--- config.mk ---
export PLATFORM = sky130hd
export DESIGN_NAME = wildcard_name_matcher
export DESIGN_NICKNAME = d
export VERILOG_FILES = /design/src/rtl/core/wnm_pkg.sv /design/src/rtl/core/wildcard_name_matcher.sv /design/src/rtl/core/wnm_cfg.sv /design/src/rtl/core/wnm_cell.sv
export SDC_FILE = /design/constraint.sdc
export NUM_CORES = 1
export LEC_CHECK = 0
export ABC_AREA = 1
export BUFFER_PORTS_ARGS = -buffer_cell sky130_fd_sc_hd__clkbuf_2
export CAP_MARGIN = 0
export CORE_ASPECT_RATIO = 2
export CORE_MARGIN = 2
export CORE_UTILIZATION = 52
export CTS_CLUSTER_DIAMETER = 30
export DETAILED_ROUTE_END_ITERATION = 10
export PLACE_DENSITY = 0.7
export SYNTH_ARGS = -nofsm -noshare
export SYNTH_HDL_FRONTEND = slang
export SYNTH_SLANG_ARGS = --single-unit
--- constraint.sdc ---
create_clock -name aclk -period 16.86 [get_ports aclk]
set_input_delay 2.529 -clock aclk [delete_from_list [all_inputs] [get_ports aclk]]
set_output_delay 2.529 -clock aclk [all_outputs]
set_load 0.01 [all_outputs]
--- src/rtl/core/wnm_pkg.sv ---
// Shared types, constants and helpers of the wildcard name matcher.
package wnm_pkg;

    localparam int PATTERN_MAX = 31;
    localparam int NUM_POS     = PATTERN_MAX + 1;
    localparam int POS_W       = 5;
    localparam int NUM_WORDS   = 4;
    localparam int DATA_W      = 64;
    localparam int ADDR_W      = 6;
    localparam int REG_IDX_W   = 3;

    localparam logic [7:0] CHAR_STAR = 8'h2A;
    localparam logic [7:0] CHAR_ANY  = 8'h3F;

    localparam logic [REG_IDX_W-1:0] REG_PAT_LOW      = 3'd0;
    localparam logic [REG_IDX_W-1:0] REG_PAT_MID_LOW  = 3'd1;
    localparam logic [REG_IDX_W-1:0] REG_PAT_MID_HIGH = 3'd2;
    localparam logic [REG_IDX_W-1:0] REG_PAT_HIGH     = 3'd3;
    localparam logic [REG_IDX_W-1:0] REG_LENGTH       = 3'd4;

    typedef logic [NUM_POS-1:0][7:0] pattern_t;

    // Carries passed from one position cell to the next.
    typedef struct packed {
        logic hit;      // previous position consumed the current character
        logic step;     // star closure of the post-step vector
        logic start;    // star closure of the start vector
        logic refresh;  // star closure of the stored vector
    } link_t;

    typedef struct packed {
        logic refresh;
        logic accept;
        logic last;
    } ctrl_t;

    function automatic logic [7:0] fold_case(input logic [7:0] c);
        logic [7:0] r;
        r = c;
        if (c >= 8'h61 && c <= 8'h7A) begin
            r = c - 8'h20;
        end
        return r;
    endfunction

endpackage

--- src/rtl/core/wildcard_name_matcher.sv ---
// Top level of the wildcard name matcher: config port, cell row and result register.
//
//  channel   | direction | payload                          | request accepted when
//  ----------+-----------+----------------------------------+----------------------------
//  s_ stream | in        | tdata: name_char, tlast: end     | s_tvalid & s_tready
//  m_ stream | out       | tdata: matched, tlast: name_done | m_tvalid & m_tready
//  APB       | in        | pattern words and length         | psel & penable & pwrite
//
// Rate: one name character per clock while s_tready is high; each request
// yields its verdict on m_ in the next cycle, from the result register. The
// rate is set by the row of 32 position cells, whose next live bits are all
// formed combinationally through a ripple of star-closure links, cell to cell.
// Reset: synchronous, active low; pattern resets to a single star of length 1.
// After reset and after every register write, s_tready drops for one cycle
// while the cells re-close their live bits over the stars of the new pattern.
// Stalls: s_tready follows m_tready whenever a verdict is waiting.
module wildcard_name_matcher (
    input  logic                          aclk,
    input  logic                          aresetn,
    // input stream
    input  logic                          s_tvalid,
    output logic                          s_tready,
    input  logic [7:0]                    s_tdata,   // [7:0] name_char
    input  logic                          s_tlast,   // end_of_name
    // result stream
    output logic                          m_tvalid,
    input  logic                          m_tready,
    output logic [7:0]                    m_tdata,   // [0] matched, [7:1] zero
    output logic                          m_tlast,   // name_done
    // configuration
    input  logic                          psel,
    input  logic                          penable,
    input  logic                          pwrite,
    input  logic [wnm_pkg::ADDR_W-1:0]    paddr,
    input  logic [wnm_pkg::DATA_W-1:0]    pwdata,
    output logic [wnm_pkg::DATA_W-1:0]    prdata,
    output logic                          pready
);
    import wnm_pkg::*;

    pattern_t           pattern;
    logic [POS_W-1:0]   pat_len;
    logic               cfg_wr;

    logic               refresh_reg;
    logic               accept;
    logic [7:0]         name_fold;
    ctrl_t              ctrl;

    link_t              link [NUM_POS+1];
    logic [NUM_POS-1:0] end_hit;
    logic [NUM_POS-1:0] active;
    logic [NUM_POS-1:0] at_end;
    logic               matched;

    logic               m_valid_reg;
    logic               m_valid_next;
    logic               m_match_reg;
    logic               m_last_reg;

    wnm_cfg u_cfg (
        .aclk    (aclk),
        .aresetn (aresetn),
        .psel    (psel),
        .penable (penable),
        .pwrite  (pwrite),
        .paddr   (paddr),
        .pwdata  (pwdata),
        .prdata  (prdata),
        .pready  (pready),
        .pattern (pattern),
        .pat_len (pat_len),
        .cfg_wr  (cfg_wr)
    );

    // Hold off input while the live bits are being re-closed; otherwise accept
    // whenever the result register is empty or draining this cycle.
    assign s_tready  = ~refresh_reg & (~m_valid_reg | m_tready);
    assign accept    = s_tvalid & s_tready;
    assign name_fold = fold_case(s_tdata);

    assign ctrl.refresh = refresh_reg;
    assign ctrl.accept  = accept;
    assign ctrl.last    = s_tlast;

    // Re-close once after reset and once after every register write.
    always_ff @(posedge aclk) begin
        if (!aresetn) begin
            refresh_reg <= 1'b1;
        end else begin
            refresh_reg <= cfg_wr;
        end
    end

    assign link[0] = '0;

    for (genvar i = 0; i < NUM_POS; i++) begin : g_cell
        assign active[i] = (POS_W'(i) < pat_len);
        assign at_end[i] = (POS_W'(i) == pat_len);

        wnm_cell u_cell (
            .aclk      (aclk),
            .aresetn   (aresetn),
            .ctrl      (ctrl),
            .name_fold (name_fold),
            .pat_char  (pattern[i]),
            .active    (active[i]),
            .at_end    (at_end[i]),
            .is_first  ((i == 0) ? 1'b1 : 1'b0),
            .link_in   (link[i]),
            .link_out  (link[i+1]),
            .end_hit   (end_hit[i])
        );
    end

    // Only the cell at the pattern's end can report a full match.
    assign matched = |end_hit;

    always_comb begin
        m_valid_next = m_valid_reg;
        if (accept) begin
            m_valid_next = 1'b1;
        end else if (m_tready) begin
            m_valid_next = 1'b0;
        end
    end

    always_ff @(posedge aclk) begin
        if (!aresetn) begin
            m_valid_reg <= 1'b0;
        end else begin
            m_valid_reg <= m_valid_next;
        end
    end

    // Payload needs no reset: load on every accepted request.
    always_ff @(posedge aclk) begin
        if (accept) begin
            m_match_reg <= matched;
            m_last_reg  <= s_tlast;
        end
    end

    assign m_tvalid = m_valid_reg;
    assign m_tdata  = {7'b0, m_match_reg};
    assign m_tlast  = m_last_reg;

endmodule

--- src/rtl/core/wnm_cfg.sv ---
// Configuration register file of the wildcard name matcher.
module wnm_cfg (
    input  logic                   aclk,
    input  logic                   aresetn,
    input  logic                   psel,
    input  logic                   penable,
    input  logic                   pwrite,
    input  logic [wnm_pkg::ADDR_W-1:0] paddr,
    input  logic [wnm_pkg::DATA_W-1:0] pwdata,
    output logic [wnm_pkg::DATA_W-1:0] prdata,
    output logic                   pready,
    output wnm_pkg::pattern_t      pattern,
    output logic [wnm_pkg::POS_W-1:0] pat_len,
    output logic                   cfg_wr
);
    import wnm_pkg::*;

    logic [DATA_W-1:0]    word_reg [NUM_WORDS];
    logic [POS_W-1:0]     len_reg;
    logic [REG_IDX_W-1:0] idx;
    logic                 wr_en;

    assign pready = 1'b1;
    assign idx    = paddr[ADDR_W-1:3];
    assign wr_en  = psel & penable & pwrite & pready;
    assign cfg_wr = wr_en;

    always_ff @(posedge aclk) begin
        if (!aresetn) begin
            word_reg[0] <= DATA_W'(CHAR_STAR);
            word_reg[1] <= '0;
            word_reg[2] <= '0;
            word_reg[3] <= '0;
            len_reg     <= POS_W'(1);
        end else if (wr_en) begin
            case (idx)
                REG_PAT_LOW:      word_reg[0] <= pwdata;
                REG_PAT_MID_LOW:  word_reg[1] <= pwdata;
                REG_PAT_MID_HIGH: word_reg[2] <= pwdata;
                REG_PAT_HIGH:     word_reg[3] <= pwdata;
                REG_LENGTH:       len_reg     <= pwdata[POS_W-1:0];
                default: ;
            endcase
        end
    end

    always_comb begin
        case (idx)
            REG_PAT_LOW:      prdata = word_reg[0];
            REG_PAT_MID_LOW:  prdata = word_reg[1];
            REG_PAT_MID_HIGH: prdata = word_reg[2];
            REG_PAT_HIGH:     prdata = word_reg[3];
            REG_LENGTH:       prdata = DATA_W'(len_reg);
            default:          prdata = '0;
        endcase
    end

    assign pattern = pattern_t'({word_reg[3], word_reg[2], word_reg[1], word_reg[0]});
    // Length field is 5 bits, so it never exceeds the 31-position maximum.
    assign pat_len = len_reg;

endmodule

--- src/rtl/core/wnm_cell.sv ---
// One pattern position: its live bit, its match test and its star-closure link.
module wnm_cell (
    input  logic            aclk,
    input  logic            aresetn,
    input  wnm_pkg::ctrl_t  ctrl,
    input  logic [7:0]      name_fold,
    input  logic [7:0]      pat_char,
    input  logic            active,
    input  logic            at_end,
    input  logic            is_first,
    input  wnm_pkg::link_t  link_in,
    output wnm_pkg::link_t  link_out,
    output logic            end_hit
);
    import wnm_pkg::*;

    logic raw_reg;
    logic raw_next;
    logic live_reg;
    logic live_next;
    logic star;
    logic any_char;
    logic keep;
    logic stay;
    logic nxt;
    logic start;
    logic refr;

    assign star     = (pat_char == CHAR_STAR);
    assign any_char = (pat_char == CHAR_ANY);
    assign keep     = active | at_end;

    // raw_reg holds the bit as left by the last request (a fresh name holds only
    // position zero); live_reg is raw_reg closed over stars under the current
    // pattern. Re-close from raw_reg so bits reached only through an older
    // pattern's stars drop out.
    assign stay  = live_reg & active & star;
    assign nxt   = stay | link_in.hit | link_in.step;
    assign start = is_first | link_in.start;
    assign refr  = (raw_reg & keep) | link_in.refresh;

    assign link_out.hit     = live_reg & active & ~star
                              & (any_char | (fold_case(pat_char) == name_fold));
    assign link_out.step    = nxt & active & star;
    assign link_out.start   = start & active & star;
    assign link_out.refresh = refr & active & star;

    assign end_hit = nxt & at_end;

    always_comb begin
        raw_next  = raw_reg;
        live_next = live_reg;
        if (ctrl.refresh) begin
            live_next = refr;
        end else if (ctrl.accept) begin
            raw_next  = ctrl.last ? is_first : nxt;
            live_next = ctrl.last ? start : nxt;
        end
    end

    always_ff @(posedge aclk) begin
        if (!aresetn) begin
            raw_reg  <= is_first;
            live_reg <= is_first;
        end else begin
            raw_reg  <= raw_next;
            live_reg <= live_next;
        end
    end

endmodule
* After elaboration in Yosys (flattened, before gate mapping)
Memories as Yosys holds them, arrays and structs flattened. Index checks and enable logic that the tools add are counted.
Word-level totals: output and inout port bits 76, bits in registers 73, memories kept 1, input bits 86, bits in writable memories 256
Memory list:
- u_cfg.word_reg | depth 4, width 64, rd ports 4, clocked after Yosys merged registers in 0, write ports 4, line wnm_cfg.sv:18 | logic [DATA_W-1:0] word_reg [NUM_WORDS];
Cells by class: bitwise logic cells 573, order comparisons 96, multiplexer cells 183, reduce and logical (&&, ||, !) cells 39, eq/ne operators 129, add/sub/neg operators 32
Operator list (number):
- $eq A8 B6 Y1 const B | 63
- $and A1 B1 Y1 | 379
- $pmux W64 S5 | 1
- $ge A8 B7 Y1 const B | 32
- $le A8 B7 Y1 const B | 32
- $mux W64 | 4
- $mux W8 | 32
- $sub A8 B6 Y8 const B | 32
- $eq A8 B8 Y1 | 31
- $or A1 B1 Y1 | 161
- $mux W1 | 146
- $eq A5 B5 Y1 const A | 16
- $lt A5 B5 Y1 const A | 16
- $eq A4 B5 Y1 const A | 8
- $lt A4 B5 Y1 const A | 8
- $not A1 Y1 | 33
- $logic_and A1 B1 Y1 | 32
- $reduce_or A32 Y1 | 1
- $eq A3 B5 Y1 const A | 4
- $lt A3 B5 Y1 const A | 4
- $eq A2 B5 Y1 const A | 2
- $lt A1 B5 Y1 const A | 2
- $lt A2 B5 Y1 const A | 2
- $eq A3 B2 Y1 const B | 2
- 7 further kinds | 9

* Longest topological paths before layout
An unclocked memory read counts as a cell.
word-level depth 102, gate-level depth with buffers 76, gate-level depth less buffers 76

* Modules after synthesis
From an unflattened synthesis, not the netlist that was laid out.
Unflattened totals: cells, all modules 4737, area, all modules 30870.9 um2
By module, submodules not included:
- wnm_cell | area an instance 575.6 um2, instances 32, seq. area each 60.1 um2, cells an instance 105
- wnm_cfg | area an instance 11551.1 um2, instances 1, seq. area each 7787.5 um2, cells an instance 1203
- wildcard_name_matcher | area an instance 902.1 um2, instances 1, seq. area each 100.1 um2, cells an instance 174

* Worst setup path before layout
No wires, ideal clock.
path type input to register, from in paddr[3] in the netlist's numbering, to mem u_cfg.word_reg[2][0], enable pin, arrival 8.169 ns, path buffers 2, stages 5, slack 8.117 ns, path through nor3_1 -> inv_1 -> clkbuf_1 -> clkbuf_1 -> o21ai_0
RTL lines:
- start: declaration | line wildcard_name_matcher.sv:34 | input logic [wnm_pkg::ADDR_W-1:0] paddr,
- end: declaration | line wnm_cfg.sv:18

* Worst setup path in the final report
from in s_tdata[4], to reg g_cell[30].u_cell.live_reg
On the way: longest elaborated chain between the ends 98, elaborated cells on any way between the ends 216
RTL lines:
- start: declaration | line wildcard_name_matcher.sv:23 | input logic [7:0] s_tdata,
- $ge A8 B7 Y1 / $le A8 B7 Y1 (equally long branches) | line wnm_pkg.sv:40 | if (c >= 8'h61 && c <= 8'h7A) begin
- $logic_and A1 B1 Y1 | line wnm_pkg.sv:40
- $mux W8 (*) | line wnm_pkg.sv:40
- $eq A8 B8 Y1 | line wnm_cell.sv:43 | & (any_char | (fold_case(pat_char) == name_fold));
- $or A1 B1 Y1 | line wnm_cell.sv:43
- $and A1 B1 Y1 | line wnm_cell.sv:43
- $or A1 B1 Y1 (2 in series) | line wnm_cell.sv:38 | assign nxt = stay | link_in.hit | link_in.step;
- $and A1 B1 Y1 (2 in series) | line wnm_cell.sv:44 | assign link_out.step = nxt & active & star;
- [... 78 more ...]
- $or A1 B1 Y1 | line wnm_cell.sv:38
- $and A1 B1 Y1 (2 in series) | line wnm_cell.sv:44
- $or A1 B1 Y1 | line wnm_cell.sv:38
- $and A1 B1 Y1 (2 in series) | line wnm_cell.sv:44
- $or A1 B1 Y1 (*) | line wnm_cell.sv:38
- $mux W1 (*) | line wnm_cell.sv:57 | live_next = ctrl.last ? start : nxt;
- $mux W1 (*) | line wnm_cell.sv:55 | end else if (ctrl.accept) begin
- $mux W1 (*) | line wnm_cell.sv:53 | if (ctrl.refresh) begin
- end signal: assignment | line wnm_cell.sv:64 | live_reg <= is_first;
- end signal: assignment | line wnm_cell.sv:67 | live_reg <= live_next;
- end: declaration | line wnm_cell.sv:19 | logic live_reg;
Every way passes the cells marked *; elsewhere a longest branch is shown, timed or not. The select of a mux whose other input is x is not followed. A chain may end at the register's enable or synchronous reset.

==> impl_metrics.json <==
{
  "status": "complete, no violations",
  "setup_violations": 0,
  "post-synth-top-count-cell": "nor2_1",
  "setup_tns_ns": 0,
  "die_area_sq_um": 44600,
  "combPwrFrac": 0.134,
  "peakVddDrop_v": 0.000131,
  "p_int_uw": 1640,
  "wl_per_cell_microns": 24.4,
  "io_pins": 162,
  "drt-initial-drc-count": 2202,
  "fp-row-count": 107,
  "cp-end-kind": "flop",
  "startpoint": "s_tdata[4]",
  "drive_gt1_frac": 0.121,
  "hold_viol_final": 0,
  "slew_viol_final": 0,
  "layout_min_cycle_time_ns": 9.95,
  "postCtsSetupRepairBufs": 0,
  "yosysTopAreaCell": "edfxtp_1",
  "grt_util_all_layers": 0.401,
  "ys_top_cells_by_count": "nor2_1, inv_1, nand2_1",
  "rr_worst_depth": 57,
  "p_clk_frac": 0.458,
  "fill_cells": 3880,
  "cts_buffer_depth": 3,
  "required_ns": 17.37,
  "largest_reg_flops": 256,
  "grt_max_degree": 76,
  "rsz0062_at_grt": "no",
  "synth.distinct_cells": 61,
  "die_w_microns": 150,
  "hpwlAfterDp_microns": 61900,
  "use_met1": 0.428,
  "vias": 23200,
  "antenna_found_initial": 2,
  "first_global_vias": 23100,
  "power.net_switching_uw": 731,
  "met2_usage": 0.671,
  "crit_arrival_ns": 10.46,
  "drv_cap": 0,
  "critPathKind": "input pin to flop",
  "worst_pin_slew_ns": 1.38,
  "min_from": "g_cell[24].u_cell.live_reg",
  "synth_area_per_cell_sq_um": 7.50,
  "drc": 0,
  "clock.fmax_mhz": 101,
  "yosys_most_used_dff": "edfxtp_1",
  "fin_skew_ns": 0.0160,
  "ys_warn_count": 0,
  "grt_pass1_wl_microns": 133000,
  "cts_resized": 0,
  "yosysSeqAreaShare": 0.410,
  "dp.cells": 3580,
  "drt_wl_total_microns": 89800,
  "p_seq_frac": 0.408,
  "stdcell_count": 3679,
  "clock-sinks": 327,
  "ctsHoldBuffers": 0,
  "htreeDepth": 2,
  "synth_edf_count": 258,
  "fin_util": 0.596,
  "synth_top_cell_area_share": 0.348,
  "reg2reg_from": "u_cfg.word_reg[0][10]",
  "drtAntennaViolNets": 0,
  "synth_top_cells_by_area": "edfxtp_1, nor2_1, inv_1",
  "max_stage_delay_ns": 0.47,
  "holdPathEnd": "g_cell[24].u_cell.live_reg",
  "postSynthCellCount": 2969,
  "start_util": 0.525,
  "holdPathStages": 2,
  "core_sq_um": 42400,
  "clkLatencyLatePin_ns": 0.59,
  "leakage_uw": 0.0107,
  "clock-root-buffer": "clkbuf_16",
  "cts_tree": "done",
  "maxSlewHeadroom": 0.0773,
  "rrSetupSlack_ns": 9.48,
  "synth_seq_cells": 327,
  "start_kind": "input pin",
  "fin_nets": 3207,
  "cts_made_buffers": 52,
  "cp_slowest_cell": "buf_4",
  "critPathMaxFanout": 23,
  "reg2reg_to": "g_cell[30].u_cell.live_reg",
  "use_met3": 0.0845,
  "switching_share": 0.308,
  "min_period_over_period": 0.590,
  "p_per_area_nw_per_um2": 93.8,
  "place_congestion": 1.01,
  "netlist_area_sq_um": 22300,
  "grt.busiest_layer": "met2",
  "grt.overflow.total": 0,
  "io_buffers": 150,
  "async_flop_share": 0,
  "min_path_type": "flop to flop",
  "synthToLayoutAreaGrowth_pct": 13.7,
  "first_pass_iters": 6,
  "path_clk_slew_ns": 0.06,
  "die_h_microns": 297,
  "crit_top_cell": "nand2_2",
  "vias_per_cell": 6.32
}
-- per-stage QoR --
step / hold slack [ns] / setup slack [ns] / total power [uW] / instance area, sq um
after global routing: 0.482 / 6.45 / 2440 / 25300
after floorplan: 0.445 / 8.12 / 1170 / 22300
final: 0.464 / 6.91 / 2370 / 25300
after CTS: 0.465 / 7.18 / 2370 / 25300
after global placement: 0.454 / 6.70 / 1280 / 23500
after detailed placement: 0.458 / 6.61 / 1290 / 23500
-- critical path: cells and delay by family --
kind	cells	cell delay, ns
and+or+nand+nor	58	4.91
buffers and inverters	6	2.14
AOI/OAI and AO/OA	5	0.79
-- final cells by class --
type / count / area, sq um / area share
tap: 545 / 682 / 0.0269
clock buffer: 56 / 1350 / 0.0533
antenna: 1 / 2.50 / 0.0000989
sequential: 327 / 9130 / 0.361
timing repair buffer: 188 / 1040 / 0.0409
inverter: 454 / 1710 / 0.0675
clock inverter: 42 / 419 / 0.0166
multi-input combinational: 2066 / 11000 / 0.434
-- power groups by stage --
stage / logic (uW) / clock network [uW] / registers (uW)
after floorplan: 197 / 0 / 969
after global placement: 299 / 0 / 981
after detailed placement: 307 / 0 / 982
after CTS: 309 / 1090 / 966
after global routing: 344 / 1120 / 973
final: 318 / 1090 / 968
-- layer usage --
| metal | vias up | wire (microns) |
|---|---|---|
| met3 | 503 | 8290 |
| met4 | 0 | 9280 |
| met2 | 1414 | 42900 |
| met5 | - | 0 |
| met1 | 10900 | 29300 |
| li1 | 10400 | - |
-- cells by family after synthesis --
logic type / share of synthesized area
AO/OA/AOI/OAI: 0.176
XOR/XNOR: 0.0413
adder cells (fa/ha/maj): 0.0180
buffers and inverters: 0.101
flip-flops: 0.410
other: 0.000337
AND/OR/NAND/NOR: 0.253
-- worst max-delay path by stage --
stage,depth (start not counted),endpoint,slack (ns)
CTS,69,g_cell[30].u_cell.live_reg,7.18
floorplan,5,u_cfg.word_reg[2][0],8.12
global route,67,g_cell[30].u_cell.live_reg,6.45
global placement,69,g_cell[30].u_cell.live_reg,6.70
finish,69,g_cell[30].u_cell.live_reg,6.91
detailed placement,69,g_cell[30].u_cell.live_reg,6.61
-- cells in the final DEF, fill, tap and decap left out, types with 23 or more instances in the layout --
master,netlist,routed
nor4_1,36,36
xnor2_1,34,34
nand2_2,60,61
o22ai_1,88,88
nand2_1,383,382
nand3_1,144,141
nand4_1,88,88
o211ai_1,23,23
nor3_1,81,78
o21ai_0,198,194
ha_1,32,32
clkbuf_2,0,150
inv_1,441,439
a21oi_1,174,174
buf_4,12,38
dfxtp_1,69,69
clkbuf_16,0,53
edfxtp_1,258,258
xor2_1,71,71
nor2_1,471,471
No activity file was read; power rests on OpenSTA's default activity.
